--- config.mk ---
export PLATFORM = sky130hd
export DESIGN_NAME = dialogue_phrase_classifier
export DESIGN_NICKNAME = d
export VERILOG_FILES = /design/src/hdl/dpc_pkg.sv /design/src/hdl/dialogue_phrase_classifier.sv
export VERILOG_INCLUDE_DIRS = /design/src /design/src/hdl
export SDC_FILE = /design/constraint.sdc
export NUM_CORES = 1
export LEC_CHECK = 0
export BUFFER_PORTS_ARGS = -buffer_cell sky130_fd_sc_hd__buf_2
export CAP_MARGIN = 20
export CORE_MARGIN = 10
export CORE_UTILIZATION = 40
export CTS_CLUSTER_SIZE = 25
export DETAILED_ROUTE_END_ITERATION = 10
export SLEW_MARGIN = 5
export SYNTH_ARGS = -nofsm -noshare
export SYNTH_HDL_FRONTEND = slang
export SYNTH_SLANG_ARGS = --single-unit
--- constraint.sdc ---
create_clock -name clock -period 2.3 [get_ports clock]
set_clock_uncertainty 0.1 [all_clocks]
set_input_delay 0.345 -clock clock [delete_from_list [all_inputs] [get_ports clock]]
set_output_delay 0.345 -clock clock [all_outputs]
set_load 0.01 [all_outputs]
--- src/hdl/dialogue_phrase_classifier_defines.svh ---
// assertion macros for the dialogue phrase classifier
`ifndef DIALOGUE_PHRASE_CLASSIFIER_DEFINES_SVH
`define DIALOGUE_PHRASE_CLASSIFIER_DEFINES_SVH

// antecedent implies consequent in the same cycle
`define DPC_ASSERT_NOW(label, clk, rst, ante, cons, msg) \
   label: assert property (@(posedge clk) disable iff (rst) (ante) |-> (cons)) \
      else $error(msg);

// antecedent implies consequent in the following cycle
`define DPC_ASSERT_NEXT(label, clk, rst, ante, cons, msg) \
   label: assert property (@(posedge clk) disable iff (rst) (ante) |=> (cons)) \
      else $error(msg);

`endif

--- src/hdl/dpc_pkg.sv ---
// constants and phrase texts for the dialogue phrase classifier
`default_nettype none
package dpc_pkg;

   localparam int WINDOW_DEPTH = 25;
   localparam int BYTE_W       = 8;
   localparam int WINDOW_W     = WINDOW_DEPTH * BYTE_W;

   localparam int PLAN_LEN   = 26;
   localparam int TYPE_LEN   = 15;
   localparam int DOWANT_LEN = 23;
   localparam int NOASK_LEN  = 15;

   localparam logic [PLAN_LEN*BYTE_W-1:0]   PLAN_TEXT   = "Would you like to proceed?";
   localparam logic [TYPE_LEN*BYTE_W-1:0]   TYPE_TEXT   = "Type something.";
   localparam logic [DOWANT_LEN*BYTE_W-1:0] DOWANT_TEXT = "Do you want to proceed?";
   localparam logic [NOASK_LEN*BYTE_W-1:0]  NOASK_TEXT  = "don't ask again";

   localparam int PH_PLAN   = 0;
   localparam int PH_TYPE   = 1;
   localparam int PH_DOWANT = 2;
   localparam int PH_NOASK  = 3;
   localparam int PH_COUNT  = 4;

   typedef logic [1:0] line_phase_type;
   localparam line_phase_type LP_LEAD   = 2'd0;
   localparam line_phase_type LP_PREFIX = 2'd1;
   localparam line_phase_type LP_DIGIT  = 2'd2;
   localparam line_phase_type LP_REST   = 2'd3;

   typedef logic [2:0] kind_type;
   localparam kind_type KIND_NONE    = 3'd0;
   localparam kind_type KIND_PLAN    = 3'd1;
   localparam kind_type KIND_ASK     = 3'd2;
   localparam kind_type KIND_PERMIT  = 3'd3;
   localparam kind_type KIND_PROCEED = 3'd4;

   localparam logic [7:0] CH_SPACE   = 8'h20;
   localparam logic [7:0] CH_TAB     = 8'h09;
   localparam logic [7:0] CH_NEWLINE = 8'h0A;
   localparam logic [7:0] CH_QUERY   = 8'h3F;
   localparam logic [7:0] CH_GREATER = 8'h3E;
   localparam logic [7:0] CH_PERIOD  = 8'h2E;
   localparam logic [7:0] CH_DIGIT_LO = 8'h31;
   localparam logic [7:0] CH_DIGIT_HI = 8'h34;

endpackage
`default_nettype wire

--- src/hdl/dialogue_phrase_classifier.sv ---
// dialogue phrase classifier: byte-stream phrase scan and end-of-capture classification
// one result beat appears in the cycle after the final byte is accepted
// throughput: one text byte per cycle while req_ready is high, set by a single pass of window compares
// input is taken whenever the result register is empty or being drained
// reset clears the history window, phrase flags, line recogniser and result valid
`default_nettype none
`include "dialogue_phrase_classifier_defines.svh"
module dialogue_phrase_classifier (
   input  wire logic       clock,
   input  wire logic       reset,
   input  wire logic       req_valid,
   output logic            req_ready,
   input  wire logic [7:0] req_text_byte,
   input  wire logic       req_final_byte,
   output logic            rsp_valid,
   input  wire logic       rsp_ready,
   output logic [2:0]      rsp_dialogue_kind,
   output logic [1:0]      rsp_reply_choice,
   output logic [2:0]      rsp_settle_seconds
);
   import dpc_pkg::*;

   logic [WINDOW_W-1:0]        window_ff, window_in;
   logic [PH_COUNT-1:0]        phrase_seen_ff, phrase_seen_in, phrase_hit;
   logic                       option_seen_ff, option_seen_in;
   line_phase_type             phase_ff, phase_in;
   logic                       rsp_valid_ff, rsp_valid_in;
   kind_type                   kind_ff, kind_in;
   logic [1:0]                 choice_ff, choice_in;
   logic [2:0]                 settle_ff, settle_in;

   logic                       req_beat, last_beat;
   logic [WINDOW_W+BYTE_W-1:0] view;
   logic                       is_blank, is_digit;
   logic [PH_COUNT-1:0]        flags_now;
   logic                       option_now;

   assign req_ready = !rsp_valid_ff || rsp_ready;
   assign req_beat  = req_valid && req_ready;
   assign last_beat = req_beat && req_final_byte;

   // newest byte sits in the low bits
   assign view = {window_ff, req_text_byte};

   always_comb begin
      phrase_hit            = '0;
      phrase_hit[PH_PLAN]   = (view[PLAN_LEN*BYTE_W-1:0] == PLAN_TEXT);
      phrase_hit[PH_TYPE]   = (view[TYPE_LEN*BYTE_W-1:0] == TYPE_TEXT);
      phrase_hit[PH_DOWANT] = (view[DOWANT_LEN*BYTE_W-1:0] == DOWANT_TEXT);
      phrase_hit[PH_NOASK]  = (view[NOASK_LEN*BYTE_W-1:0] == NOASK_TEXT);
   end

   assign is_blank = (req_text_byte == CH_SPACE) || (req_text_byte == CH_TAB);
   assign is_digit = (req_text_byte >= CH_DIGIT_LO) && (req_text_byte <= CH_DIGIT_HI);

   // option line recogniser
   always_comb begin
      option_now = option_seen_ff;
      phase_in   = phase_ff;
      if (req_text_byte == CH_NEWLINE) begin
         phase_in = LP_LEAD;
      end else begin
         case (phase_ff)
            LP_LEAD: begin
               if (is_blank) phase_in = LP_LEAD;
               else if (req_text_byte == CH_QUERY || req_text_byte == CH_GREATER)
                  phase_in = LP_PREFIX;
               else if (is_digit) phase_in = LP_DIGIT;
               else phase_in = LP_REST;
            end
            LP_PREFIX: begin
               if (is_blank) phase_in = LP_PREFIX;
               else if (is_digit) phase_in = LP_DIGIT;
               else phase_in = LP_REST;
            end
            LP_DIGIT: begin
               if (req_text_byte == CH_PERIOD) option_now = 1'b1;
               phase_in = LP_REST;
            end
            default: begin
               phase_in = LP_REST;
            end
         endcase
      end
   end

   assign flags_now = phrase_seen_ff | phrase_hit;

   // classification in priority order
   always_comb begin
      kind_in   = KIND_NONE;
      choice_in = 2'd0;
      settle_in = 3'd0;
      if (flags_now[PH_PLAN]) begin
         kind_in = KIND_PLAN;    choice_in = 2'd2; settle_in = 3'd5;
      end else if (flags_now[PH_TYPE] && option_now) begin
         kind_in = KIND_ASK;     choice_in = 2'd1; settle_in = 3'd5;
      end else if (flags_now[PH_DOWANT] && flags_now[PH_NOASK]) begin
         kind_in = KIND_PERMIT;  choice_in = 2'd2; settle_in = 3'd2;
      end else if (flags_now[PH_DOWANT]) begin
         kind_in = KIND_PROCEED; choice_in = 2'd1; settle_in = 3'd2;
      end
   end

   always_comb begin
      window_in      = window_ff;
      phrase_seen_in = phrase_seen_ff;
      option_seen_in = option_seen_ff;
      if (last_beat) begin
         window_in      = '0;
         phrase_seen_in = '0;
         option_seen_in = 1'b0;
      end else if (req_beat) begin
         window_in      = view[WINDOW_W-1:0];
         phrase_seen_in = flags_now;
         option_seen_in = option_now;
      end
   end

   assign rsp_valid_in = last_beat || (rsp_valid_ff && !rsp_ready);

   always_ff @(posedge clock) begin
      if (reset) begin
         window_ff      <= '0;
         phrase_seen_ff <= '0;
         option_seen_ff <= 1'b0;
         phase_ff       <= LP_LEAD;
         rsp_valid_ff   <= 1'b0;
      end else begin
         window_ff      <= window_in;
         phrase_seen_ff <= phrase_seen_in;
         option_seen_ff <= option_seen_in;
         rsp_valid_ff   <= rsp_valid_in;
         if (last_beat) phase_ff <= LP_LEAD;
         else if (req_beat) phase_ff <= phase_in;
      end
   end

   // result payload, loaded on the final byte
   always_ff @(posedge clock) begin
      if (last_beat) begin
         kind_ff   <= kind_in;
         choice_ff <= choice_in;
         settle_ff <= settle_in;
      end
   end

   assign rsp_valid          = rsp_valid_ff;
   assign rsp_dialogue_kind  = kind_ff;
   assign rsp_reply_choice   = choice_ff;
   assign rsp_settle_seconds = settle_ff;

   `DPC_ASSERT_NEXT(a_final_gives_beat, clock, reset, last_beat, rsp_valid_ff,
      "final byte did not produce a result beat")
   `DPC_ASSERT_NEXT(a_final_clears_state, clock, reset, last_beat,
      phrase_seen_ff == '0 && !option_seen_ff && phase_ff == LP_LEAD,
      "scan state not cleared after final byte")
   `DPC_ASSERT_NOW(a_none_is_zero, clock, reset, rsp_valid_ff && kind_ff == KIND_NONE,
      choice_ff == 2'd0 && settle_ff == 3'd0, "empty class carries option or settle time")
   `DPC_ASSERT_NOW(a_option_after_digit, clock, reset, $rose(option_seen_ff),
      $past(phase_ff) == LP_DIGIT, "option line flagged without a digit before it")

endmodule
`default_nettype wire
==> results of run 1 <==
state kept, by name, indices dropped and copies added (netlist names):
| register | cells |
|---|---|
| phrase_seen_ff | 4 |
| rsp_settle_seconds | 2 |
| window_ff | 200 |
| rsp_valid | 1 |
| rsp_reply_choice | 1 |
| phase_ff | 2 |
| option_seen_ff | 1 |
| rsp_dialogue_kind | 3 |
worst max-delay path, delay by kind of cell (launching register included):
kind,cells,cell delay (ns)
AOI/OAI and AO/OA,3,0.57
and+or+nand+nor,3,1.37
DFF,1,0.30
per-stage QoR:
stage,setup TNS (ns),util
2_1_floorplan,-0.6816,-
3_3_place_gp,-2.823,0.4802
3_5_place_dp,-3.101,0.4802
4_1_cts,-1.785,0.5180
5_1_grt,-2.330,0.5203
6_report,-1.914,0.5203
cell usage after synthesis, types with 2 or more instances:
master     number
buf_1           3
nand3b_1        3
nor3b_1         2
or3b_1          2
nand2b_1        2
or3_1           2
nand3_1         6
o21ai_0         4
clkbuf_1       65
nand4_1        15
nand2_1       409
nand4b_1        5
nor3_1          5
and4b_1        15
or4_1           6
nor4b_1        13
a211oi_1        3
inv_1           3
nor4_1         12
buf_4           2
nor4bb_1       19
nor2b_1         2
a21oi_1       204
dfxtp_1       208
a21o_1          2
nand4bb_1       3
nor2_1         13
edfxtp_1        6
power by group through the flow:
stage          registers (mW)  clock network, mW  logic (mW)
2_1_floorplan            3.84                  0       0.216
3_3_place_gp             3.84                  0       0.379
3_5_place_dp             3.84                  0       0.377
4_1_cts                  3.76               3.70       0.379
5_1_grt                  3.76               3.85       0.415
6_report                 3.76               3.62       0.375
cell families (layout without fill, tap and decap cells):
| family | after synthesis | in the layout | share of synthesized area |
|---|---|---|---|
| buf+inv | 74 | 221 | 0.03411 |
| simple gates | 541 | 541 | 0.3052 |
| flops | 214 | 214 | 0.5194 |
| xor+xnor | 1 | 1 | 0.001047 |
| compound gates | 223 | 223 | 0.1402 |
area by class of cell:
cell class / instances / area (um^2) / area share
Sequential cell: 214 / 4347 / 0.4089
Clock buffer: 39 / 705.7 / 0.06638
Clock inverter: 1 / 30.03 / 0.002825
Timing Repair Buffer: 177 / 1389 / 0.1306
Tap cell: 270 / 337.8 / 0.03178
Multi-Input combinational cell: 765 / 3806 / 0.3581
Inverter: 4 / 15.01 / 0.001412
metal layers:
| layer | wire [um] | track usage | vias up |
|---|---|---|---|
| met5 | 0 | 0 | - |
| met4 | 665 | 0.05274 | 0 |
| met3 | 763 | 0.02315 | 37 |
| met2 | 10610 | 0.2716 | 111 |
| met1 | 10480 | 0.2207 | 3594 |
| li1 | - | - | 3845 |
what timing repair did:
item                                    4_1_cts  5_1_grt
hold buffers                                  1        0
gates resized for setup                       5        8
pin swaps                                     8        5
hold endpoints to repair                      1        0
setup buffers                                 1        1
endpoints found under the setup margin        8       10
worst paths after layout:
| kind | end | slack (ns) |
|---|---|---|
| setup reg to reg | rsp_reply_choice[0] | -0.30 |
| hold / removal | rsp_valid | 0.03 |
| setup / recovery | rsp_reply_choice[0] | -0.30 |
| hold reg to reg | window_ff[197] | 0.35 |
==> impl_metrics.toml, run 1 <==
[outcome]
status = "finished, violations left"
failed_checks = "setup timing"

[detailed_routing]
vias = 7587
drt_iter0_markers = 727
firstDrtPassIters = 5
via_per_inst = 5.161
ant_nets = 0
drt_wl_total_um = 22520
wl_per_cell_um = 15.32
drc_errors = 0

[clock_network]
cts_buffers = 23
clkTransAtPathRegs_ns = 0.06
cts_tree = "yes"
h-tree-depth = 1
clockBufferDepth = 3
clk_latency_ns = 0.50
clkSinkCount = 214
root_buffer = "clkbuf_16"

[critical_path]
crit_chain = "or4_1 > or4_4 > or4_4 > o31a_1 > o21ai_1 > a21oi_1"
path_common_cell = "or4_4"
cp-end-kind = "flip-flop"
reg2reg_depth = 6
worst_ep_arrival_time_ns = 2.75
timing.rr.start = "window_ff[25]"
path_max_fanout = 3
crit_type = "reg2reg"
startpoint = "window_ff[25]"
cp_slowest_stage_delay_ns = 0.51
required_ns = 2.45
crit_path_start_kind = "flip-flop"
slowest_stage = "or4_1"

[final_layout]
final_cells = 1470
nFillCells = 1959
n_antenna_cell = 0
final_cell_mix = "408 x nand2_1, 206 x dfxtp_1, 203 x a21oi_1"
drive_gt1_frac = 0.1917
syn_to_final_growth_pct = 27.11
nNetsFinal = 1198
final_common_cell = "nand2_1"
final_area_um2 = 10630

[floorplanning]
die_h_um = 164.6
initial_core_util = 0.4094
placeableCoreArea_um2 = 20430
ios = 23
die_width_um = 164.6
rows = 52
die-area_um2 = 27090

[place]
gp_congestion = 0.8515
io_buffers = 22
placed_area_um2 = 9811
preCtsSetupSlack_ns = -0.4584
hpwlAfterDp_um = 15510
dp.cells = 1427

[pwr]
swShare = 0.2225
p_int_mw = 6.025
p_per_area_nw_per_um2 = 729.0
ir_drop_uv = 553.0
power_switching_mw = 1.724
p_leak_nw = 3.693
comb_power_share = 0.048
pwr-share-clk = 0.467
p_seq_frac = 0.485
total_power_mw = 7.749

[logic_synthesis]
ys_warn_count = 0
ys_ff_latch = 214
yosysTopAreaCellShare = 0.4979
ys_types = 47
syn-num-nets = 1066
postSynthCellCount = 1053
syn_area_per_cell_um2 = 7.942
synthTopCellsByArea = "dfxtp_1 50%, nand2_1 18%, a21oi_1 12%"
synth_enable_flop_cells = 6
seq_area_frac_synth = 0.5194
synth_area_um2 = 8363
synthArstFlopShare = 0
synth-main-ff-cell = "dfxtp_1"
yosysTopAreaCell = "dfxtp_1"

[sta]
rsz0062_at_grt = "true"
period_share = 1.131
finalHoldViolCount = 0
whs_ns = 0.02973
period_minus_slack_ns = 2.601
setup_viol = 8
worst_slack_ns = -0.3015
max_freq_mhz = 384.4
slew_headroom = 0.4044
tightest_slew_ns = 0.8934
drv_slew = 0

[grt]
grt_max_degree = 206
antenna_found_initial = 0
grt_pass1_wl_um = 37200
track_usage = 0.1657
grt_pass1_vias = 7204
grt_overflow = 0

[hold_path]
hold_path_depth = 3
min-delay-start = "req_final_byte"
worstHoldPathType = "in2reg"

[run]
cap_violations = 0
Power figures use the tool's default switching activity.
==> inputs of run 2 (changes only) <==
- BUFFER_PORTS_ARGS: -buffer_cell sky130_fd_sc_hd__buf_2 -> -buffer_cell sky130_fd_sc_hd__clkbuf_2
- CORE_UTILIZATION: 40 -> 45
==> run 2 against run 1 <==
- the flow still finishes with violations (setup timing)
- final area is 0.19% higher
- routed wire length is 0.98% lower
- sequential share of layout area is 0.065 points lower
- combinational power is 2% lower
- power is 2.2% lower
- global-route usage is 1.4 points higher
- die area is 9.8% lower
- utilization is 6.7 points higher
- critical path type unchanged
- highest routed layer unchanged
==> impl_metrics.toml, run 2 (synthesis results as in run 1) <==
[outcome]
status = "finished, violations left"
failed_checks = "setup timing"

[critical_path]
reg2reg_depth = 6
worst_ep_arrival_time_ns = 2.81
timing.rr.start = "window_ff[25]"
path_max_fanout = 3
cp-end-kind = "flip-flop"
regToRegEndpoint = "rsp_dialogue_kind[0]"
r2r_slack_ns = -0.25
required_ns = 2.56
crit_path_start_kind = "flip-flop"
crit_type = "reg2reg"

[sta]
period_share = 1.109
finalHoldViolCount = 0
tns_ns = -1.316
drv_slew = 0
max_freq_mhz = 391.9
slew_headroom = 0.3947
tightest_slew_ns = 0.9080
worst_slack_ns = -0.2517
rsz0062_at_grt = "true"
period_minus_slack_ns = 2.552
setup_viol = 6

[hold_path]
hold_path_depth = 3
worstHoldPathType = "in2reg"
min-delay-start = "req_final_byte"
min_to = "rsp_valid"

[pwr]
ir_drop_uv = 493.3
p_per_area_nw_per_um2 = 711.5
p_leak_nw = 3.768

[floorplanning]
die_h_um = 156.3
die-area_um2 = 24440
ios = 23
initial_core_util = 0.4608
placeableCoreArea_um2 = 18150
die_width_um = 156.3
rows = 49

[grt]
antenna_found_initial = 0
grt_max_degree = 206
grt_overflow = 0
grt_pass1_vias = 6967
grt_pass1_wl_um = 36160
track_usage = 0.1796

[clock_network]
clk_latency_ns = 0.50
cts_buffers = 22
root_buffer = "clkbuf_16"
h-tree-depth = 1
clkSinkCount = 214
clockBufferDepth = 3
clkTransAtPathRegs_ns = 0.06
cts_tree = "yes"

[place]
gp_congestion = 0.8334
hpwlAfterDp_um = 15090
io_buffers = 22
preCtsSetupSlack_ns = -0.4172

[final_layout]
final_cell_mix = "408 x nand2_1, 205 x dfxtp_1, 203 x a21oi_1"
final_common_cell = "nand2_1"
final_util = 0.5869
drive_gt1_frac = 0.2020
nNetsFinal = 1208
syn_to_final_growth_pct = 27.35
regMostFlops = "window_ff"
n_antenna_cell = 0
largest_reg_flops = 200

[detailed_routing]
drc_errors = 0
drt_iter0_markers = 556
drt_wl_total_um = 22300
vias = 7536
ant_nets = 0
via_per_inst = 5.244
wl_per_cell_um = 15.52
firstDrtPassIters = 5

[run]
cap_violations = 0
[run 2: cell count changes in the layout (fill, tap and decap cells not counted), moves of 2 or more]
cell      before  now
buf_2         22    0
buf_4        145  156
clkbuf_1       9    5
clkbuf_2       0   22
clkinv_2       0    2
nor2_1        11   13
nor2_2         2    0
nor4b_1       13   11
nor4b_2        0    2
nor4bb_1      19   17
or4_1          2    4
or4_4          5    3
[run 2: repair_timing]
| action | CTS | global route |
|---|---|---|
| setup endpoints to repair | 9 | 10 |
| gates resized for setup | 3 | 14 |
| hold buffers | 1 | 0 |
| endpoints found under the hold margin | 1 | 0 |
| pin swaps | 5 | 7 |
| buffers inserted | 0 | 0 |
[run 2: per-stage QoR]
step,std cells,total power [mW],area (um^2),hold WS (ns)
after floorplan,1053,4.054,8367,0.3141
after global placement,1399,4.209,9857,0.3424
after detailed placement,1399,4.208,9857,0.3494
after CTS,1437,7.656,10580,0.005304
after global routing,1437,7.849,10650,0.02127
final,1437,7.578,10650,0.02402
[run 2: layer usage]
| layer | GRT usage | wire length (um) | part of all wire |
|---|---|---|---|
| met5 | 0 | 0 | 0 |
| met4 | 0.04899 | 493 | 0.022 |
| met3 | 0.02577 | 782 | 0.035 |
| met2 | 0.3044 | 11050 | 0.50 |
| met1 | 0.2339 | 9976 | 0.45 |
[run 2: where the power goes]
group / total [mW] / internal [mW] / switching, mW
registers: 3.76 / 3.74 / 0.0159
clock network: 3.45 / 2.04 / 1.41
logic: 0.367 / 0.0974 / 0.270
[run 2: worst max-delay path by stage]
stage                          start              endpoint  slack [ns]
global placement    req_text_byte[0]  rsp_dialogue_kind[0]       -0.41
CTS                    window_ff[25]  rsp_dialogue_kind[0]       -0.25
finish                 window_ff[25]  rsp_dialogue_kind[0]       -0.25
global route            window_ff[1]  rsp_dialogue_kind[0]       -0.33
detailed placement  req_text_byte[0]  rsp_dialogue_kind[0]       -0.42
floorplan           req_text_byte[0]  rsp_dialogue_kind[0]       -0.15
[run 2: final cells by class]
cell class / count / area (um^2)
fill: 1695 / 7497
sequential: 214 / 4348
multi-input combinational: 765 / 3829
timing repair buffer: 188 / 1471
clock buffer: 35 / 690.7
tap: 229 / 286.5
inverter: 4 / 15.01
clock inverter: 2 / 10.01
[run 2: worst max-delay path, stage by stage, from the launching register on]
cell and delay [ns]:
dfxtp_1 0.31, or4_1 0.51, or4_4 0.43, or4_4 0.43, o31a_1 0.29, o21bai_4 0.20, o21bai_2 0.14
==> inputs of run 3 (changes only) <==
- CORE_ASPECT_RATIO: default -> 1.5
- SLEW_MARGIN: 5 -> 20
==> run 3 against run 2 <==
- clock power fell by 6.1%
- non-clock buffer count rose by 1
- setup slack got worse by 0.029 ns
- utilization fell by 1.1 points
- largest cell class unchanged
- sequential share of layout area rose by 0.16 points
- count of clock-buffer cells in the layout fell by 5
- first-iteration DRC count fell by 0.90%
- sequential cell count did not move
- combinational power fell by 4%
- power fell by 2.9%
- the flow still finishes with violations (setup timing)
- critical endpoint is now rsp_settle_seconds[1]
==> impl_metrics.toml, run 3 (synthesis results as in run 1) <==
[critical_path]
crit_chain = "or4_1 > or4_4 > or4_4 > nand3b_1 > a21oi_2 > nor3_2"
path_max_fanout = 3
crit_type = "reg2reg"
cp_num_buf_inv = 0
slowest_stage = "or4_1"
crit_path_start_kind = "flip-flop"
required_ns = 2.44
cp_top_family = "simple AND/OR/NAND/NOR gates"
cp-end-kind = "flip-flop"
cp_slowest_stage_delay_ns = 0.51
path_common_cell = "or4_4"
worst_ep_arrival_time_ns = 2.72

[sta]
rsz0062_at_grt = "true"
slew_headroom = 0.3595
worst_slack_ns = -0.2810
max_freq_mhz = 387.5
whs_ns = 0.02198
setup_viol = 8
period_share = 1.122
finalHoldViolCount = 0
tightest_slew_ns = 0.9608
drv_slew = 0
period_minus_slack_ns = 2.581

[clock_network]
root_buffer = "clkbuf_16"
clockBufferDepth = 3
clkSinkCount = 214
clk_latency_ns = 0.50
postCtsSetupBuffers = 0
clkTransAtPathRegs_ns = 0.06
cts_tree = "yes"
cts_buffers = 21
h-tree-depth = 1

[place]
io_buffers = 22
placed_area_um2 = 9856
hpwlAfterDp_um = 16140
preCtsSetupSlack_ns = -0.4207
gp_congestion = 0.8488

[detailed_routing]
firstDrtPassIters = 5
wl_per_cell_um = 16.06
drt_wl_total_um = 23440
ant_nets = 0
via_per_inst = 5.195
drc_errors = 0
vias = 7579
drt_iter0_markers = 551

[grt]
grt_overflow = 0
track_usage = 0.1832
grt_max_degree = 206
grt_pass1_wl_um = 37310
grt_pass1_vias = 7308
antenna_found_initial = 0

[pwr]
ir_drop_uv = 541.2
comb_power_share = 0.048
swShare = 0.2309
p_seq_frac = 0.511
power_switching_mw = 1.699
total_power_mw = 7.358
p_int_mw = 5.659
p_per_area_nw_per_um2 = 694.1
p_leak_nw = 3.741
pwr-share-clk = 0.441

[final_layout]
final_area_um2 = 10600
n_antenna_cell = 0
final_common_cell = "nand2_1"
syn_to_final_growth_pct = 26.77
final_util = 0.5764
final_cell_mix = "408 x nand2_1, 207 x dfxtp_1, 203 x a21oi_1"
nNetsFinal = 1208
regMostFlops = "window_ff"
drive_gt1_frac = 0.2038
largest_reg_flops = 200
nFillCells = 1719

[floorplanning]
placeableCoreArea_um2 = 18390
rows = 61
initial_core_util = 0.4547
die_width_um = 131.3
die-area_um2 = 24550
ios = 23
die_h_um = 187.0

[outcome]
failed_checks = "setup timing"
status = "finished, violations left"

[hold_path]
worstHoldPathType = "in2reg"

[run]
cap_violations = 0
## run 3: final cells by class
| cell class | instances | area [um^2] | share of cell area |
|---|---|---|---|
| tap | 252 | 315.3 | 0.02974 |
| clock buffer | 30 | 609.3 | 0.05748 |
| timing repair buffer | 189 | 1441 | 0.1360 |
| inverter | 4 | 15.01 | 0.001416 |
| sequential | 214 | 4345 | 0.4099 |
| clock inverter | 5 | 25.02 | 0.002360 |
| multi-input combinational | 765 | 3850 | 0.3632 |
## run 3: path summary, 6_finish.rpt
check,endpoint,slack (ns),from,cells past startpoint
worst min-delay path,rsp_valid,0.02,req_final_byte,3
worst max-delay path,rsp_settle_seconds[1],-0.28,window_ff[25],6
worst min register to register,window_ff[197],0.35,window_ff[197],2
worst max register to register,rsp_settle_seconds[1],-0.28,window_ff[25],6
## run 3: what timing repair did
action,in CTS,in global routing
gates resized for setup,3,16
pin swaps,3,12
cloned,0,0
setup endpoints to repair,8,10
endpoints found under the hold margin,1,0
hold buffers,1,0
## run 3: power by group through the flow
stage | Clock [mW] | Sequential, mW | Combinational, mW
after floorplan | 0 | 3.84 | 0.216
after global placement | 0 | 3.84 | 0.355
after detailed placement | 0 | 3.84 | 0.354
after CTS | 3.31 | 3.76 | 0.356
after global routing | 3.46 | 3.76 | 0.388
final | 3.24 | 3.76 | 0.354
## run 3: stage by stage
| step | std cells | TNS (ns) |
|---|---|---|
| floorplan | 1053 | -0.6816 |
| global placement | 1423 | -2.503 |
| detailed placement | 1423 | -2.755 |
| CTS | 1459 | -1.308 |
| global route | 1459 | -2.039 |
| finish | 1459 | -1.482 |
## run 3: per-layer routing
layer  part of all wire  track usage
met1               0.39       0.1972
met2               0.55       0.3469
met3              0.022      0.02285
met4              0.038      0.08026
met5                  0            0
## run 3: worst min-delay path: stages
cell and delay (ns):
clkbuf_2 0.08, nand2_1 0.08, a21oi_1 0.07
